===== src/hw/rtl/tsw_pkg.sv =====
package tsw_pkg;

    localparam int ADDR_W     = 16;
    localparam int COORD_W    = 24;
    localparam int CHAN_W     = 8;
    localparam int TEXEL_W    = 4 * CHAN_W;
    localparam int SUM_W      = 11;
    localparam int CNT_W      = 3;
    localparam int NBR_N      = 5;
    localparam int IDX_W      = 3;
    localparam int REG_W      = 9;
    localparam int APB_ADDR_W = 5;
    localparam int APB_DATA_W = 32;

    localparam logic OP_WRITE  = 1'b0;
    localparam logic OP_SAMPLE = 1'b1;

    localparam logic [2:0] REG_FILTER_MODE = 3'd0;
    localparam logic [2:0] REG_WRAP_S      = 3'd1;
    localparam logic [2:0] REG_WRAP_T      = 3'd2;
    localparam logic [2:0] REG_TEX_WIDTH   = 3'd3;
    localparam logic [2:0] REG_TEX_HEIGHT  = 3'd4;
    localparam logic [2:0] REG_HAS_ALPHA   = 3'd5;

    localparam logic [IDX_W-1:0] NBR_CENTRE = 3'd0;
    localparam logic [IDX_W-1:0] NBR_LEFT   = 3'd1;
    localparam logic [IDX_W-1:0] NBR_RIGHT  = 3'd2;
    localparam logic [IDX_W-1:0] NBR_UP     = 3'd3;
    localparam logic [IDX_W-1:0] NBR_DOWN   = 3'd4;

    typedef struct packed {
        logic               we;
        logic [ADDR_W-1:0]  addr;
        logic [TEXEL_W-1:0] wdata;
    } mem_req_t;

    // truncating mean for one to five texels, constant reciprocals
    function automatic logic [CHAN_W-1:0] div_cnt(input logic [SUM_W-1:0] sum,
                                                  input logic [CNT_W-1:0] cnt);
        logic [21:0] p3;
        logic [23:0] p5;
        logic [CHAN_W-1:0] q;
        p3 = 22'(sum) * 22'(683);
        p5 = 24'(sum) * 24'(3277);
        case (cnt)
            3'd1: q = sum[7:0];
            3'd2: q = sum[8:1];
            3'd3: q = p3[18:11];
            3'd4: q = sum[9:2];
            3'd5: q = p5[21:14];
            default: q = sum[7:0];
        endcase
        return q;
    endfunction

endpackage


===== src/hw/rtl/tsw_mul.sv =====
module tsw_mul
    import tsw_pkg::*;
#(
    parameter int A_W = 9,
    parameter int B_W = 17,
    parameter int C_W = 16,
    parameter int P_W = 27
)
(
    input  logic           clk,
    input  logic           en,
    input  logic [A_W-1:0] a,
    input  logic [B_W-1:0] b,
    input  logic [C_W-1:0] c,
    output logic [P_W-1:0] p
);

    logic [P_W-1:0] p_reg;

    // shared multiply-add, product registered
    always_ff @(posedge clk)
    begin
        if (en)
        begin
            p_reg <= P_W'(a) * P_W'(b) + P_W'(c);
        end
    end

    assign p = p_reg;

endmodule


===== config.mk =====
export PLATFORM = sky130hd
export DESIGN_NAME = tsw_mul
export DESIGN_NICKNAME = d
export VERILOG_FILES = /design/src/hw/rtl/tsw_pkg.sv /design/src/hw/rtl/tsw_mul.sv
export SDC_FILE = /design/constraint.sdc
export NUM_CORES = 1
export LEC_CHECK = 0
export BUFFER_PORTS_ARGS = -buffer_cell sky130_fd_sc_hd__buf_4
export CAP_MARGIN = 5
export CELL_PAD_IN_SITES_DETAIL_PLACEMENT = 0
export CELL_PAD_IN_SITES_GLOBAL_PLACEMENT = 1
export CORE_ASPECT_RATIO = 0.75
export CORE_MARGIN = 2
export CORE_UTILIZATION = 48
export DETAILED_ROUTE_END_ITERATION = 10
export GPL_ROUTABILITY_DRIVEN = 0
export GPL_TIMING_DRIVEN = 0
export PLACE_DENSITY = 0.9
export RECOVER_POWER = 25
export SLEW_MARGIN = 20
export SYNTH_ARGS = -nofsm -noshare
export SYNTH_HDL_FRONTEND = slang
export SYNTH_SLANG_ARGS = --single-unit

===== constraint.sdc =====
create_clock -name clk -period 7 [get_ports clk]
set_input_delay 0.35 -clock clk [delete_from_list [all_inputs] [get_ports clk]]
set_output_delay 0.35 -clock clk [all_outputs]
set_load 0.05 [all_outputs]

* After elaboration in Yosys (flattened, before gate mapping)
Cells that the tools add are included. W data, S select, Z words.
Cells by class: add/subtract/negate cells 1, multiply operators 1
Operators with widths (count):
- $add A26 B16 Y27 | 1
- $mul A9 B17 Y26 | 1
Word-level totals: register bits after elaboration 27, output and inout port bits 27, logic and storage cells 3

* Longest topological paths before layout
depth after elaboration 2, mapped depth 20

* Worst setup path after synthesis
OpenSTA, ideal clock, no wires.
kind input to register, from in a[2], to reg p_reg[20], in the netlist p[20] (data pin), setup time 258 ps, arrival 5053 ps, slack 1689 ps, stages on the path 20, path buffers 2, cells stage by stage clkbuf_1 -> clkbuf_1 -> nand2_1 -> fa_1 -> inv_1 -> fa_1 -> inv_1 -> fa_1 -> inv_1 -> fa_1 -> inv_1 -> fa_1 -> inv_1 -> ha_1 -> a2111oi_4 -> o21ai_2 -> a41oi_4 -> o21ba_4 -> o221ai_2 -> xnor2_1
Between the ends: word-level cells in the longest chain between the ends 2
Ends and longest elaborated chain:
- start, declared | RTL line tsw_mul.sv:12 | input logic [A_W-1:0] a,
- $mul A9 B17 Y26 | RTL line tsw_mul.sv:25 | p_reg <= P_W'(a) * P_W'(b) + P_W'(c);
- $add A26 B16 Y27 | RTL line tsw_mul.sv:25
- end signal, assigned | RTL line tsw_mul.sv:25
- end, declared | RTL line tsw_mul.sv:18 | logic [P_W-1:0] p_reg;
No other way between the ends. A chain may end at the register's enable or synchronous reset.

* Worst setup path after layout
Ends and elaborated chain as after synthesis.

==> metrics.txt <==
status=complete, no violations; DRC viols=0; post-CTS setup buffer count=0; pre-CTS WS=roughly 950 ps; Post-synth EDFFs=27; max reg flops=27; setup TNS=0 ps; drt via density=5.30; ratio of total power to cell area=slightly above 500 nW/um^2; vias in the first global route=4802; final hold viol count=0; CP max stage delay=about 530 ps; IO Port Bufs=64; First-pass DRT Iterations=5; Pleak=~3.6 nW; aggregate global-route resource usage=roughly a fifth; Tcrit/Tclk final=between 80% and 90%; Routed WL=between 10 and 15 mm; Yosys reg bits=27; largest net degree at the start of global routing=28; CTS Sinks=27; Hold Slack=389 ps; max-slew violation count=0; register area share after synthesis=between 10% and 20%; Worst VDD drop=a little under 0.3 mV; Area Growth Syn to Fin=12.2%; clk buf depth=2; CTS tree=built; worst-path maximum fanout=10; DIE AREA=between 10000 and 15000 um^2; Slew HR=3.64%; post-layout min period=~5800 ps; Layout Utilization=between 50 and 60%; crit start category=input port; number of distinct library cells after synthesis=47; Core ar.=~13000 um^2; drt wl/cell=between 15 and 20 um; nature of the critical path endpoint=flop; FFs w/ async S/R, synth=0%; Initial Utilization=49.0%; CTS Hold Bufs=0; Synth Flop Type=edfxtp_1; Die Width=approximately 140 um; Initial DRC Count=around 160; count of cells resized by post-cts repair=0; Worst EP arrival=between 5000 and 6000 ps; Setup CP Type=in -> reg; commonest cells after routing, fill and taps aside=inv_1, fa_1, nand2_1, and2_1, ha_1; Routed Antenna Nets=0; Synth Net Count=roughly 890; mapped cell area=about 6400 um^2; Site Rows=36; post-detail-place hpwl=approximately 12 mm; worst path required time=approximately 7000 ps; DIE HEIGHT=approximately 100 um; Net count, final=958; HP Class=in -> reg; # H-tree levels=1; Root Buffer=clkbuf_16; fraction of layout cells with a size suffix above 1=a little over a tenth; TritonCTS Buffers=3; beginning of the critical path=a[2]; routed via count=4772; setup violators final=0; synthesized instance count=between 600 and 700; Antenna diodes=0; first-pass GRT wire length=between 20 and 25 mm; grt ovf=0; Worst path slowest cell=fa_1; syn avg cell area=9.62 um^2; CP Cell Sequence=clkbuf_1 -> clkbuf_1 -> nand2_1 -> fa_1 -> inv_1 -> fa_1 -> inv_1 -> fa_1 -> inv_1 -> fa_1 -> inv_1 -> fa_1 -> inv_1 -> ha_1 -> a2111oi_4 -> o21ai_2 -> a41oi_4 -> o21ba_4 -> o221ai_2 -> xnor2_1; Worst-path clk slew=about 60 ps; Slew @ Worst Pin=roughly 1400 ps; FMAX=171 MHz; RSZ-0062 raised after global routing=no; Max Cap Viol=0; most common cell after layout, fill and taps aside=inv_1; initial antenna violation count=0; Worst Slack Setup Final=1150 ps; Ys Warns=0; Ports=slightly above 70; min-delay src=c[0]
[synthesized netlist by cell type (2+ instances only)]
library cell / number / area, um^2
a2111oi_0: 2 / 17.5
nor3_1: 6 / 30.0
and2_1: 79 / 494
edfxtp_1: 27 / 811
o21ai_0: 10 / 50.1
ha_1: 65 / 813
nand3_1: 5 / 25.0
o21a_1: 2 / 15.0
nor2_1: 10 / 37.5
o211ai_1: 2 / 15.0
xnor2_1: 13 / 114
a211oi_1: 3 / 22.5
o21bai_1: 3 / 22.5
nand2b_1: 2 / 12.5
nor2b_1: 5 / 31.3
fa_1: 119 / 2380
a21o_1: 13 / 97.6
o21ai_1: 3 / 15.0
inv_1: 128 / 480
nand2_1: 93 / 349
a31oi_1: 4 / 25.0
buf_2: 2 / 10.0
a21oi_1: 18 / 90.1
clkbuf_1: 16 / 60.1
xor2_1: 9 / 78.8
[area by class of cell]
type	count	area (um^2)
clock inverters	1	7.51
fillers	1197	5840
clock buffers	3	75.1
repair buffers	64	477
inverters	128	480
well taps	171	214
multi-input cells	488	5000
flip-flops and latches	27	811
plain buffers	18	70.1
[routing by layer]
layer	share of wire, %	track usage [%]	routed length (um)	vias up
met2	50	34.0	6960	165
met5	0	0	0	-
met3	8.5	5.14	1180	16
met4	0.95	2.50	133	0
met1	41	26.9	5680	2390
li1	-	-	-	2201
[through the flow]
step	cell area, um^2	power, mW	instances
after floorplan	6360	2.87	661
after global placement	7050	3.51	896
after detailed placement	7050	3.57	896
after CTS	7140	3.72	900
after global routing	7130	4.07	900
final	7130	3.68	900
[cells by family (layout without fill, tap and decap cells)]
family	count (synthesis)	in the layout	synth area share, %
AOI/OAI and AO/OA	74	74	8.93
DFF	27	27	12.8
muxes	1	1	0.157
buffers and inverters	146	214	8.66
and+or+nand+nor	207	207	16.2
xor gates and xnor gates	22	22	3.03
adders and majority gates	184	184	50.3
[worst max-delay path: cells and delay by family]
family	cells	cell delay [ps]
xor gates and xnor gates	1	140
buffers and inverters	7	1190
AOI/OAI and AO/OA	5	1200
adders and majority gates	6	2860
and+or+nand+nor	1	130
[report_power, final]
group          total [mW]  switching (mW)  internal [mW]  leakage [nW]
registers           0.420          0.0212          0.399         0.264
clock network       0.131          0.0530         0.0777        0.0371
logic                3.13            1.86           1.27          3.32
[final timing paths]
| path | to | depth (start not counted) |
|---|---|---|
| max | p[20] | 20 |
| min | p[0] | 2 |
(Power assumes the default switching activity.)
